==> src/hw/rtl/assert_macros.svh <==
// Assertion helpers for the RTL. Both sample on clk and are disabled in reset.
`ifndef ASSERT_MACROS_SVH
`define ASSERT_MACROS_SVH

// Condition must hold at every clock edge.
`define ASSERT_ALWAYS(label, expr) \
  label: assert property (@(posedge clk) disable iff (rst) (expr)) \
    else $error("assertion failed");

// When pre holds, post must hold in the next cycle.
`define ASSERT_NEXT(label, pre, post) \
  label: assert property (@(posedge clk) disable iff (rst) (pre) |=> (post)) \
    else $error("assertion failed");

`endif

==> src/hw/rtl/brb_pkg.sv <==
package brb_pkg;

  localparam int DEPTH     = 256;
  localparam int PTR_W     = (DEPTH > 2) ? $clog2(DEPTH) : 1;
  localparam int CNT_W     = PTR_W + 1;
  localparam int CAP_W     = 9;
  localparam int MODE_W    = 3;
  localparam int DATA_W    = 8;
  localparam int ARG_W     = 8;
  localparam int LEVEL_W   = 8;
  localparam int SUM_W     = ((CNT_W > ARG_W) ? CNT_W : ARG_W) + 1;
  localparam int CMP_W     = (CAP_W > CNT_W) ? CAP_W : CNT_W;
  localparam int LEVEL_MAX = (1 << LEVEL_W) - 1;

  localparam logic [CAP_W-1:0] CAP_RESET = CAP_W'(256);

  typedef enum logic [MODE_W-1:0] {
    MODE_WRITE = 3'd0,
    MODE_READ  = 3'd1,
    MODE_PEEK  = 3'd2,
    MODE_SKIP  = 3'd3,
    MODE_CLEAR = 3'd4
  } brb_mode_t;

  typedef struct packed {
    logic accept;
    logic load;
  } brb_cmd_t;

endpackage

==> src/hw/rtl/brb_if.sv <==
interface brb_req_if import brb_pkg::*; ();
  logic                valid;
  logic                ready;
  logic [MODE_W-1:0]   mode;
  logic [DATA_W-1:0]   data_in;
  logic [ARG_W-1:0]    offset_or_count;

  modport source (output valid, mode, data_in, offset_or_count, input ready);
  modport sink   (input valid, mode, data_in, offset_or_count, output ready);
endinterface

interface brb_rsp_if import brb_pkg::*; ();
  logic                valid;
  logic                ready;
  logic [DATA_W-1:0]   data_out;
  logic                ok;
  logic [LEVEL_W-1:0]  level;

  modport source (output valid, data_out, ok, level, input ready);
  modport sink   (input valid, data_out, ok, level, output ready);
endinterface

==> src/hw/rtl/brb_ctrl.sv <==
module brb_ctrl import brb_pkg::*; (
  input  logic     clk,
  input  logic     rst,
  input  logic     in_valid,
  output logic     in_ready,
  output logic     out_valid,
  input  logic     out_ready,
  output brb_cmd_t cmd
);

  typedef enum logic {
    S_IDLE,
    S_LOAD
  } state_t;

  state_t state;

  assign in_ready   = (state == S_IDLE);
  assign cmd.accept = in_valid && in_ready;
  // load the result register once it is empty or being drained
  assign cmd.load   = (state == S_LOAD) && (!out_valid || out_ready);

  always_ff @(posedge clk) begin
    if (rst) begin
      state     <= S_IDLE;
      out_valid <= 1'b0;
    end else begin
      unique case (state)
        S_IDLE: begin
          if (cmd.accept) state <= S_LOAD;
          if (out_ready) out_valid <= 1'b0;
        end
        S_LOAD: begin
          if (cmd.load) begin
            state     <= S_IDLE;
            out_valid <= 1'b1;
          end
        end
        default: state <= S_IDLE;
      endcase
    end
  end

endmodule

==> src/hw/rtl/brb_datapath.sv <==
`include "assert_macros.svh"

module brb_datapath import brb_pkg::*; (
  input  logic               clk,
  input  logic               rst,
  input  logic               cfg_we,
  input  logic [CAP_W-1:0]   cfg_data,
  input  brb_cmd_t           cmd,
  input  logic [MODE_W-1:0]  mode,
  input  logic [DATA_W-1:0]  data_in,
  input  logic [ARG_W-1:0]   offset_or_count,
  output logic [DATA_W-1:0]  data_out,
  output logic               ok,
  output logic [LEVEL_W-1:0] level
);

  logic [CAP_W-1:0]   capacity;
  logic [PTR_W-1:0]   head;
  logic [PTR_W-1:0]   tail;
  logic [PTR_W-1:0]   head_next;
  logic [PTR_W-1:0]   tail_next;

  logic [CNT_W-1:0]   cap;
  logic [SUM_W-1:0]   diff;
  logic [PTR_W-1:0]   avail;
  logic [CNT_W-1:0]   tail_inc_raw;
  logic [PTR_W-1:0]   tail_inc;
  logic [ARG_W-1:0]   op_arg;
  logic [SUM_W-1:0]   hsum;
  logic [SUM_W-1:0]   hwrap;
  logic [PTR_W-1:0]   head_step;
  logic [SUM_W-1:0]   lvl_calc;
  logic [LEVEL_W-1:0] lvl_sat;
  logic [PTR_W-1:0]   rd_addr;
  logic               rd_en;
  logic               wr_en;
  logic               op_ok;

  logic [DATA_W-1:0]  mem [DEPTH];
  logic [DATA_W-1:0]  mem_q;
  logic               p_ok;
  logic               p_rd;
  logic [LEVEL_W-1:0] p_level;

  always_comb begin
    if (CMP_W'(capacity) > CMP_W'(DEPTH)) cap = CNT_W'(DEPTH);
    else cap = CNT_W'(capacity);

    diff = SUM_W'(tail) + SUM_W'(cap) - SUM_W'(head);
    if (cap == '0) avail = '0;
    else if (diff >= SUM_W'(cap)) avail = PTR_W'(diff - SUM_W'(cap));
    else avail = PTR_W'(diff);

    tail_inc_raw = CNT_W'(tail) + CNT_W'(1);
    tail_inc     = (tail_inc_raw == cap) ? '0 : PTR_W'(tail_inc_raw);

    op_arg    = (mode == MODE_READ) ? ARG_W'(1) : offset_or_count;
    hsum      = SUM_W'(head) + SUM_W'(op_arg);
    hwrap     = (hsum >= SUM_W'(cap)) ? hsum - SUM_W'(cap) : hsum;
    head_step = PTR_W'(hwrap);

    head_next = head;
    tail_next = tail;
    op_ok     = 1'b0;
    wr_en     = 1'b0;
    rd_en     = 1'b0;
    rd_addr   = head;
    lvl_calc  = SUM_W'(avail);

    unique case (brb_mode_t'(mode))
      MODE_CLEAR: begin
        head_next = '0;
        tail_next = '0;
        op_ok     = 1'b1;
        lvl_calc  = '0;
      end
      MODE_WRITE: begin
        if (cap != '0 && tail_inc != head) begin
          wr_en     = 1'b1;
          tail_next = tail_inc;
          op_ok     = 1'b1;
          lvl_calc  = SUM_W'(avail) + SUM_W'(1);
        end
      end
      MODE_READ: begin
        if (cap != '0 && avail != '0) begin
          rd_en = 1'b1;
          op_ok = 1'b1;
          if (avail == PTR_W'(1)) begin
            head_next = '0;
            tail_next = '0;
            lvl_calc  = '0;
          end else begin
            head_next = head_step;
            lvl_calc  = SUM_W'(avail) - SUM_W'(1);
          end
        end
      end
      MODE_PEEK: begin
        if (cap != '0 && SUM_W'(offset_or_count) < SUM_W'(avail)) begin
          rd_en   = 1'b1;
          rd_addr = head_step;
          op_ok   = 1'b1;
        end
      end
      MODE_SKIP: begin
        if (cap != '0 && SUM_W'(offset_or_count) <= SUM_W'(avail)) begin
          op_ok = 1'b1;
          if (SUM_W'(offset_or_count) == SUM_W'(avail)) begin
            head_next = '0;
            tail_next = '0;
            lvl_calc  = '0;
          end else begin
            head_next = head_step;
            lvl_calc  = SUM_W'(avail) - SUM_W'(offset_or_count);
          end
        end
      end
      default: ;
    endcase

    lvl_sat = (lvl_calc > SUM_W'(LEVEL_MAX)) ? LEVEL_W'(LEVEL_MAX) : LEVEL_W'(lvl_calc);
  end

  always_ff @(posedge clk) begin
    if (rst) begin
      capacity <= CAP_RESET;
      head     <= '0;
      tail     <= '0;
    end else if (cfg_we) begin
      capacity <= cfg_data;
      head     <= '0;
      tail     <= '0;
    end else if (cmd.accept) begin
      head <= head_next;
      tail <= tail_next;
    end
  end

  always_ff @(posedge clk) begin
    if (cmd.accept && wr_en) mem[tail] <= data_in;
    if (cmd.accept && rd_en) mem_q <= mem[rd_addr];
  end

  always_ff @(posedge clk) begin
    if (cmd.accept) begin
      p_ok    <= op_ok;
      p_rd    <= rd_en;
      p_level <= lvl_sat;
    end
    if (cmd.load) begin
      data_out <= p_rd ? mem_q : '0;
      ok       <= p_ok;
      level    <= p_level;
    end
  end

  `ASSERT_ALWAYS(a_ptr_range, cap == '0 || (CNT_W'(head) < cap && CNT_W'(tail) < cap))
  `ASSERT_NEXT(a_clear_ptrs, cmd.accept && mode == MODE_CLEAR, head == '0 && tail == '0)
  `ASSERT_NEXT(a_fail_zero, cmd.load && !p_ok, data_out == '0)

endmodule

==> src/hw/rtl/byte_ring_buffer.sv <==
// Byte ring buffer. Each request item carries a mode (write, read, peek at an
// offset from the head, skip a count of bytes, clear) and yields exactly one
// response item with data_out, ok and the fill level after the operation. The
// ring uses `capacity` slots (config register, reset 256, saturating at DEPTH)
// and keeps one slot free, so it holds at most capacity-1 bytes; a capacity
// of 0 disables every mode except clear. Writing capacity clears both
// pointers, and so does any read or skip that empties the ring. A refused or
// unavailable operation returns ok low and data_out 0. The accept step
// updates the pointers and starts the single store access (write or
// registered read); the load step that follows fills the response
// register. req.ready is high whenever the controller is idle, so the next
// item is accepted while the previous response still waits in its register;
// a stalled response holds the controller in its load step. The byte store
// is not cleared after reset: only entries between head and tail are ever
// read, and those have been written. Write capacity only while no item is
// in flight.
module byte_ring_buffer import brb_pkg::*; (
  input  logic             clk,
  input  logic             rst,
  input  logic             cfg_we,
  input  logic [CAP_W-1:0] cfg_data,
  brb_req_if.sink          req,
  brb_rsp_if.source        rsp
);

  brb_cmd_t cmd;

  // sequencing: accept, then load the response register
  brb_ctrl u_ctrl (
    .clk       (clk),
    .rst       (rst),
    .in_valid  (req.valid),
    .in_ready  (req.ready),
    .out_valid (rsp.valid),
    .out_ready (rsp.ready),
    .cmd       (cmd)
  );

  // pointers, capacity, byte store and response register
  brb_datapath u_datapath (
    .clk             (clk),
    .rst             (rst),
    .cfg_we          (cfg_we),
    .cfg_data        (cfg_data),
    .cmd             (cmd),
    .mode            (req.mode),
    .data_in         (req.data_in),
    .offset_or_count (req.offset_or_count),
    .data_out        (rsp.data_out),
    .ok              (rsp.ok),
    .level           (rsp.level)
  );

endmodule

==> src/flat_wrapper.sv <==
// flat-port wrapper written by rule: the top's interface ports become plain ports
module byte_ring_buffer_flat import brb_pkg::*;
  (clk, rst, cfg_we, cfg_data, req_valid, req_mode, req_data_in, req_offset_or_count, req_ready, rsp_valid, rsp_data_out, rsp_ok, rsp_level, rsp_ready);
  brb_req_if req_i ();
  brb_rsp_if rsp_i ();
  input  logic clk;
  input  logic rst;
  input  logic cfg_we;
  input  logic [CAP_W-1:0] cfg_data;
  input wire logic [$bits(req_i.valid)-1:0] req_valid;
  input wire logic [$bits(req_i.mode)-1:0] req_mode;
  input wire logic [$bits(req_i.data_in)-1:0] req_data_in;
  input wire logic [$bits(req_i.offset_or_count)-1:0] req_offset_or_count;
  output wire logic [$bits(req_i.ready)-1:0] req_ready;
  output wire logic [$bits(rsp_i.valid)-1:0] rsp_valid;
  output wire logic [$bits(rsp_i.data_out)-1:0] rsp_data_out;
  output wire logic [$bits(rsp_i.ok)-1:0] rsp_ok;
  output wire logic [$bits(rsp_i.level)-1:0] rsp_level;
  input wire logic [$bits(rsp_i.ready)-1:0] rsp_ready;
  assign req_i.valid = req_valid;
  assign req_i.mode = req_mode;
  assign req_i.data_in = req_data_in;
  assign req_i.offset_or_count = req_offset_or_count;
  assign req_ready = req_i.ready;
  assign rsp_valid = rsp_i.valid;
  assign rsp_data_out = rsp_i.data_out;
  assign rsp_ok = rsp_i.ok;
  assign rsp_level = rsp_i.level;
  assign rsp_i.ready = rsp_ready;
  byte_ring_buffer u_core (.clk(clk), .rst(rst), .cfg_we(cfg_we), .cfg_data(cfg_data), .req(req_i), .rsp(rsp_i));
endmodule
==> config.mk <==
export PLATFORM = sky130hd
export DESIGN_NAME = byte_ring_buffer_flat
export DESIGN_NICKNAME = d
export VERILOG_FILES = /design/src/hw/rtl/brb_pkg.sv /design/src/hw/rtl/brb_if.sv /design/src/hw/rtl/brb_ctrl.sv /design/src/hw/rtl/brb_datapath.sv /design/src/hw/rtl/byte_ring_buffer.sv /design/src/flat_wrapper.sv
export VERILOG_INCLUDE_DIRS = /design/src /design/src/hw/rtl
export SDC_FILE = /design/constraint.sdc
export NUM_CORES = 2
export LEC_CHECK = 0
export BUFFER_PORTS_ARGS = -buffer_cell sky130_fd_sc_hd__buf_2
export CORE_ASPECT_RATIO = 1.2
export CORE_MARGIN = 4
export CORE_UTILIZATION = 55
export DETAILED_ROUTE_END_ITERATION = 10
export PLACE_DENSITY = 0.71
export SLEW_MARGIN = 5
export SYNTH_ARGS = -nofsm -noshare
export SYNTH_HDL_FRONTEND = slang
export SYNTH_SLANG_ARGS = --single-unit
==> constraint.sdc <==
create_clock -name clk -period 11.15 [get_ports clk]
set_input_delay 0.5575 -clock clk [delete_from_list [all_inputs] [get_ports clk]]
set_output_delay 0.5575 -clock clk [all_outputs]
set_load 0.03 [all_outputs]
# [After elaboration in Yosys (flattened, before gate mapping)]
# Memory sizes are Yosys's and may differ from the RTL's. A register that Yosys moved wholly into a read port is not among the register bits.
# Index checks and enable logic that the tools add are counted.
[word_totals] wordCells=103 output_inout_bits=19 reg_bits=54 memories=1 in_bits=33 ramBits=2048
[memory_table] name="u_core.u_datapath.mem" depth=256 width=8 rd=1 rd_clocked_by_memory_dff=1 write_ports=1 line="brb_datapath.sv:39" source="logic [DATA_W-1:0] mem [DEPTH];"
[op_classes] eq_ne=15 n_reduce_logical=20 n_lt_le_gt_ge=6 bitwise_logic=1 addsub=9 muxes=40
[ops] op="2-to-1 mux 8 bit" count=16
[ops] op="2-to-1 mux 10 bit" count=4
[ops] op="one-hot mux 10 bit (4 select lines)" count=1
[ops] op="one-hot mux 8 bit (4 select lines)" count=1
[ops] op="one-hot mux 8 bit (3 select lines)" count=1
[ops] op="adder 8 x 1 -> 9 bit (second input constant)" count=2
[ops] op="2-to-1 mux 9 bit" count=2
[ops] op="subtractor 8 bit" count=2
[ops] op="2-to-1 mux 1 bit" count=11
[ops] op="adder 8 x 9 -> 10 bit" count=1
[ops] op=">= comparator 10 x 9 -> 1 bit" count=1
[ops] op="> comparator 10 x 8 -> 1 bit (second input constant)" count=1
[ops] op="subtractor 10 x 8 -> 10 bit" count=1
[ops] op="adder 8 x 8 -> 9 bit" count=1
[ops] op="equality test 9 bit" count=1
[ops] op=">= comparator 9 bit" count=1
[ops] op="> comparator 9 bit (second input constant)" count=1
[ops] op="zero test 9 bit" count=1
[ops] op="nonzero test 9 bit" count=1
[ops] op="subtractor 8 x 1 -> 9 bit (second input constant)" count=1
[ops] op="subtractor 8 x 8 -> 9 bit" count=1
[ops] op="equality test 8 x 1 -> 1 bit (second input constant)" count=1
[ops] op="equality test 8 bit" count=1
[ops] op="less-or-equal comparator 8 bit" count=1
[ops] op="other kinds (21)" count=36

# [Depth between registers and ports, before layout]
[depth] ltp_word=12 mapped_depth=42 depth_no_buf=35

# [Cells and area by module]
# Synthesis repeated with hierarchy kept, for this count alone.
[unflattened] hier_cells=7134 area_unflattened_um2=88808.9
[modules_own_cells] mod="brb_datapath" seq_area_each_um2=63050.5 n_inst=1 cells_each=7125 area_each_um2=88721.3
[modules_own_cells] mod="brb_ctrl" seq_area_each_um2=40.0 n_inst=1 cells_each=9 area_each_um2=87.6

# [Worst setup path after synthesis]
# Ideal clock, no wire load.
[synth_path] path_kind="register -> register" from="register u_core.u_datapath.capacity[8]" to="register u_core.u_datapath.mem_q[0], read port of u_core.u_datapath.mem, data pin" arrival_time_ns=7.358 path_slack_ns=3.502 n_path_buf=5 setup_time_ns=0.290 required_time_ns=10.860 period_less_slack_ns=7.648 path_stages_with_launch=35 cell_sequence="dfxtp_1 inv_1 buf_4 nand2_1 fa_1 fa_1 nor2b_1 o21ai_0 a21oi_1 o21ai_0 nand2b_1 xor2_1 ha_1 nand4_1 nor2_1 a31oi_1 o21ai_0 a221oi_4 buf_2 mux2_2 and2_1 clkbuf_1 ha_1 nand3b_1 a211oi_4 o2111ai_4 o21ai_4 buf_12 buf_6 mux4_2 a22oi_1 o31ai_1 a211o_1 a41oi_1 mux2i_1"
[synth_via] elab_chain_len=12 word_cells_on_any_way=23 cone_classes="add/sub: 4; order compare: 4; mux: 9; reduce/logical: 6"
[synth_lines] element="from (decl)" line="brb_datapath.sv:17" source="logic [CAP_W-1:0] capacity;"
[synth_lines] element="from (signal assigned)" line="brb_datapath.sv:131" source="capacity <= cfg_data;"
[synth_lines] element="> comparator 9 bit" line="brb_datapath.sv:46" source="if (CMP_W'(capacity) > CMP_W'(DEPTH)) cap = CNT_W'(DEPTH);"
[synth_lines] element="2-to-1 mux 9 bit *" line="brb_datapath.sv:46"
[synth_lines] element="adder 8 x 9 -> 10 bit" line="brb_datapath.sv:49" source="diff = SUM_W'(tail) + SUM_W'(cap) - SUM_W'(head);"
[synth_lines] element="subtractor 10 x 8 -> 10 bit" line="brb_datapath.sv:49"
[synth_lines] element="subtractor 8 bit or >= comparator 10 x 9 -> 1 bit (tied branches)" line="brb_datapath.sv:51" source="else if (diff >= SUM_W'(cap)) avail = PTR_W'(diff - SUM_W'(cap));"
[synth_lines] element="2-to-1 mux 8 bit" line="brb_datapath.sv:51"
[synth_lines] element="2-to-1 mux 8 bit" line="brb_datapath.sv:50" source="if (cap == '0) avail = '0;"
[synth_lines] element="less-than comparator 8 bit or nonzero test 8 bit (tied branches)" line="brb_datapath.sv:100, brb_datapath.sv:86"
[synth_lines] element="logical AND 1 bit (on tied branches)" line="brb_datapath.sv:100, brb_datapath.sv:86"
[synth_lines] element="2-to-1 mux 1 bit (on tied branches)" line="brb_datapath.sv:100, brb_datapath.sv:86"
[synth_lines] element="one-hot mux 1 bit (2 select lines)" line="brb_datapath.sv:70" source="unique case (brb_mode_t'(mode))"
[synth_lines] element="logical AND 1 bit" line="brb_datapath.sv:142" source="if (cmd.accept && rd_en) mem_q <= mem[rd_addr];"
[synth_lines] element="to (decl)" line="brb_datapath.sv:40" source="logic [DATA_W-1:0] mem_q;"
# Every way passes the cells marked *; elsewhere a longest branch is shown, timed or not.
# A chain may end at the register's enable or synchronous reset.

# [Final worst setup path]
[layout_path] from="register u_core.u_datapath.capacity[8]" to="register u_core.u_datapath.mem_q[1], read port of u_core.u_datapath.mem, data pin"
# The elaborated chain is that of the path after synthesis.

==> insert_results.sql <==
INSERT INTO impl_metrics (metric_group, metric, value, unit) VALUES
('run_status', 'status', 'finished clean', ''),
('setup_path', 'worstSetupStartpointType', 'flip-flop', ''),
('die', 'chipHeight', '447', 'µm'),
('placed_design', 'io_buffers', '51', ''),
('die', 'io_pins', '52', ''),
('timing', 'timing_hold_violations_final', '0', ''),
('global_routing', 'antenna_violations_before_repair', '16', ''),
('timing', 'post-route-period-util', '96.2', '%'),
('synth', 'ys_top_cells_by_area', 'sky130_fd_sc_hd__edfxtp_1 71%, sky130_fd_sc_hd__nand2_1 6.2%, sky130_fd_sc_hd__nand3_1 3.7%, sky130_fd_sc_hd__mux4_2 2.3%, sky130_fd_sc_hd__mux2i_1 2.2%', ''),
('clock_network', 'root_buffer', 'sky130_fd_sc_hd__clkbuf_16', ''),
('setup_path', 'worst_ep_required_time', '11.73', 'ns'),
('placed_design', 'dp_hpwl', '164000', 'µm'),
('synth', 'syn-instance-count', '6460', ''),
('synth', 'yosys_register_bits', '2110', ''),
('detailed_routing', 'post_drt_via_cell_ratio', '6.56', ''),
('die', 'initial_core_utilization', '55.5', '%'),
('timing', 'max_freq', '93.2', 'MHz'),
('synth', 'yosys.area.top_type_share', '70.9', '%'),
('synth', 'post_synth.cell_area_avg', '13.7', 'µm²'),
('finish', 'mostFrequentLayoutCells', '2083 x sky130_fd_sc_hd__edfxtp_1, 1439 x sky130_fd_sc_hd__nand2_1, 657 x sky130_fd_sc_hd__nand3_1, 346 x sky130_fd_sc_hd__nor2_1, 201 x sky130_fd_sc_hd__clkbuf_16', ''),
('timing', 'slew-limit-headroom', '13.2', '%'),
('setup_path', 'critical_path_max_stage_delay', '0.98', 'ns'),
('power_and_ir_drop', 'power_density_over_the_cells', '182', 'nW/µm²'),
('clock_network', 'clk_path_buf_depth', '3', ''),
('hold_path', 'timing.hold.worst.class', 'input port to flip-flop', ''),
('synth', 'number_of_enable_type_register_cells_in_the_synthesized_netlist', '2083', ''),
('finish', 'finish.net_count', '6633', ''),
('power_and_ir_drop', 'power', '17.8', 'mW'),
('synth', 'yosysWarningCount', '0', ''),
('detailed_routing', 'detailedRoute.firstIterationViolations', '8723', ''),
('timing', 'finClkSkew', '0.0445', 'ns'),
('run', 'maxCapViolations', '0', ''),
('detailed_routing', 'remaining_drc_errors', '0', ''),
('clock_network', 'clock_tree.htree_level_count', '4', ''),
('synth', 'ys_seq_area_share', '71.5', '%'),
('power_and_ir_drop', 'leak', '33.5', 'nW'),
('finish', 'drive_gt1_share', '11.3', '%'),
('setup_path', 'ff2ff_setup_slack', '0.42', 'ns'),
('global_routing', 'grt.overflow.total', '0', ''),
('die', 'floorplan.rows', '160', ''),
('setup_path', 'worst-path-buf-inv', '5', ''),
('timing', 'setup_violations', '0', ''),
('global_routing', 'grt_pass1_vias', '55200', ''),
('synth', 'postSynth.asyncResetShare', '0', '%'),
('setup_path', 'worst_path_max_delay_cell', 'sky130_fd_sc_hd__nor2_4', ''),
('clock_network', 'tritoncts', 'yes', ''),
('global_routing', 'grt_start_max_net_pins', '133', ''),
('timing', 'timing.final.crit_period', '10.73', 'ns'),
('detailed_routing', 'antenna_left', '0', ''),
('timing', 'timing.final.max_slew_violations', '0', ''),
('detailed_routing', 'num_vias', '57873', ''),
('power_and_ir_drop', 'vdd_ir_drop_max', '0.109', 'mV'),
('die', 'die_w', '374', 'µm'),
('global_routing', 'first_pass_grt_wire_length', '382000', 'µm'),
('synth', 'postSynth.topFlopCell', 'sky130_fd_sc_hd__edfxtp_1', ''),
('synth', 'synth_top_area_cell', 'sky130_fd_sc_hd__edfxtp_1', ''),
('die', 'coreArea', '159000', 'µm²'),
('setup_path', 'worst-endpoint-arrival', '11.31', 'ns'),
('detailed_routing', 'wire_per_inst', '30.0', 'µm'),
('die', 'floorplan.die_area', '167000', 'µm²'),
('placed_design', 'globalplace.congestion', '0.943', ''),
('finish', 'mostFrequentLayoutCell', 'sky130_fd_sc_hd__edfxtp_1', ''),
('clock_network', 'clkLatencyLatePin', '0.85', 'ns'),
('timing', 'final.hold.worst_slack', '0.0528', 'ns'),
('timing', 'grt_setup_unrepaired', 'yes', ''),
('clock_network', 'cts.clk_slew.worst_paths', '0.08', 'ns'),
('setup_path', 'critical_path.max_fanout', '30', ''),
('setup_path', 'critical_path_class', 'flip-flop to flip-flop', ''),
('detailed_routing', 'drt_wl_total', '265000', 'µm'),
('setup_path', 'cpLargestDelayFamily', 'compound AO/OA/AOI/OAI gates', ''),
('finish', 'area.growth.synth_to_final', '11.0', '%');
-- final timing paths --
path,from,endpoint,depth (start not counted)
setup / recovery,u_core.u_datapath.capacity[8],u_core.u_datapath.mem_q[1],34
hold reg to reg,u_core.u_datapath.p_level[7],u_core.u_datapath.level[7],0
setup reg to reg,u_core.u_datapath.capacity[8],u_core.u_datapath.mem_q[1],34
hold / removal,rst,u_core.u_datapath.capacity[6],2
-- kinds of logic (layout without fill, tap and decap cells) --
group                      count (synthesis)  after routing  share of synthesized area, %
xor gates and xnor gates                  47             47                         0.529
adders and majority gates                 62             62                         0.982
other                                      0             11                             0
muxes                                    314            314                          4.92
AOI/OAI and AO/OA                        751            753                          6.08
and+or+nand+nor                         2691           2691                          13.1
DFF                                     2110           2110                          71.5
buffers and inverters                    485            729                          2.83
-- final cells by class --
cell class | count | area [µm²]
Antenna cell | 11 | 27.5
Clock buffer | 244 | 5210
Clock inverter | 121 | 1140
Fill cell | 11746 | 61000
Inverter | 77 | 289
Multi-Input combinational cell | 3867 | 22900
Sequential cell | 2110 | 63100
Tap cell | 2106 | 2640
Timing Repair Buffer | 287 | 2640
-- metrics by stage --
step / utilization (%) / setup WS [ns] / instances / instance area, µm²
finish: 61.6 / 0.419 / 8823 / 97900
global placement: 57.5 / 0.718 / 8434 / 91400
floorplan: - / 3.50 / 6460 / 88200
global route: 61.6 / -0.0170 / 8812 / 97900
detailed placement: 57.5 / 0.584 / 8434 / 91400
CTS: 61.6 / 0.492 / 8810 / 97900
-- synth_stat cells (all sizes together) (23+ instances only) --
| cell type | instances |
|---|---|
| mux2 | 26 |
| nor3 | 44 |
| mux4 | 93 |
| nand3 | 662 |
| a22oi | 25 |
| a32oi | 76 |
| and3 | 23 |
| a21oi | 199 |
| a21o | 23 |
| edfxtp | 2083 |
| dfxtp | 27 |
| clkbuf | 105 |
| a31oi | 83 |
| nor2 | 352 |
| nand2 | 1449 |
| inv | 77 |
| nor4 | 46 |
| o21ai | 68 |
| mux2i | 195 |
| ha | 50 |
| o211ai | 50 |
| buf | 303 |
| xnor2 | 23 |
-- sequential cells by signal (all words and copies together), names as in the netlist --
name                        cells
u_core.u_datapath.level         8
u_core.u_datapath.capacity      9
u_core.u_datapath.p_level       8
u_core.u_ctrl.out_valid         1
u_core.u_datapath.head          8
u_core.u_datapath.ok            1
u_core.u_datapath.p_ok          1
u_core.u_datapath.p_rd          1
u_core.u_datapath.mem        2048
u_core.u_datapath.tail          8
u_core.u_datapath.mem_q         8
u_core.u_ctrl.state             1
u_core.u_datapath.data_out      8
-- worst register-to-register path, delay by kind of cell (launching register included) --
kind	cells	cell delay (ns)
adders and majority gates	4	1.59
AOI/OAI and AO/OA	15	4.46
muxes	2	0.46
DFF	1	0.36
and+or+nand+nor	7	2.08
xor gates and xnor gates	1	0.25
buffers and inverters	5	1.27
-- per-layer routing --
metal / GRT usage, % / share of wire, % / wire [µm]
met3: 6.66 / 12 / 30800
met2: 48.1 / 46 / 122000
met4: 18.8 / 6.8 / 18000
met1: 41.1 / 36 / 94600
met5: 0 / 0.014 / 36
-- report_power, final --
group | internal [mW] | total (mW) | switching (mW)
Combinational | 0.724 | 2.36 | 1.64
Clock | 3.76 | 6.67 | 2.91
Sequential | 8.75 | 8.76 | 0.0152
Total | 13.2 | 17.8 | 4.57
-- what timing repair did --
item / in CTS / in global routing
gates resized for setup: 0 / 4
hold endpoints to repair: 10 / 0
hold buffers: 11 / 0
buffers inserted: 0 / 0
setup endpoints to repair: 0 / 3
No activity file was read; power rests on OpenSTA's default activity.
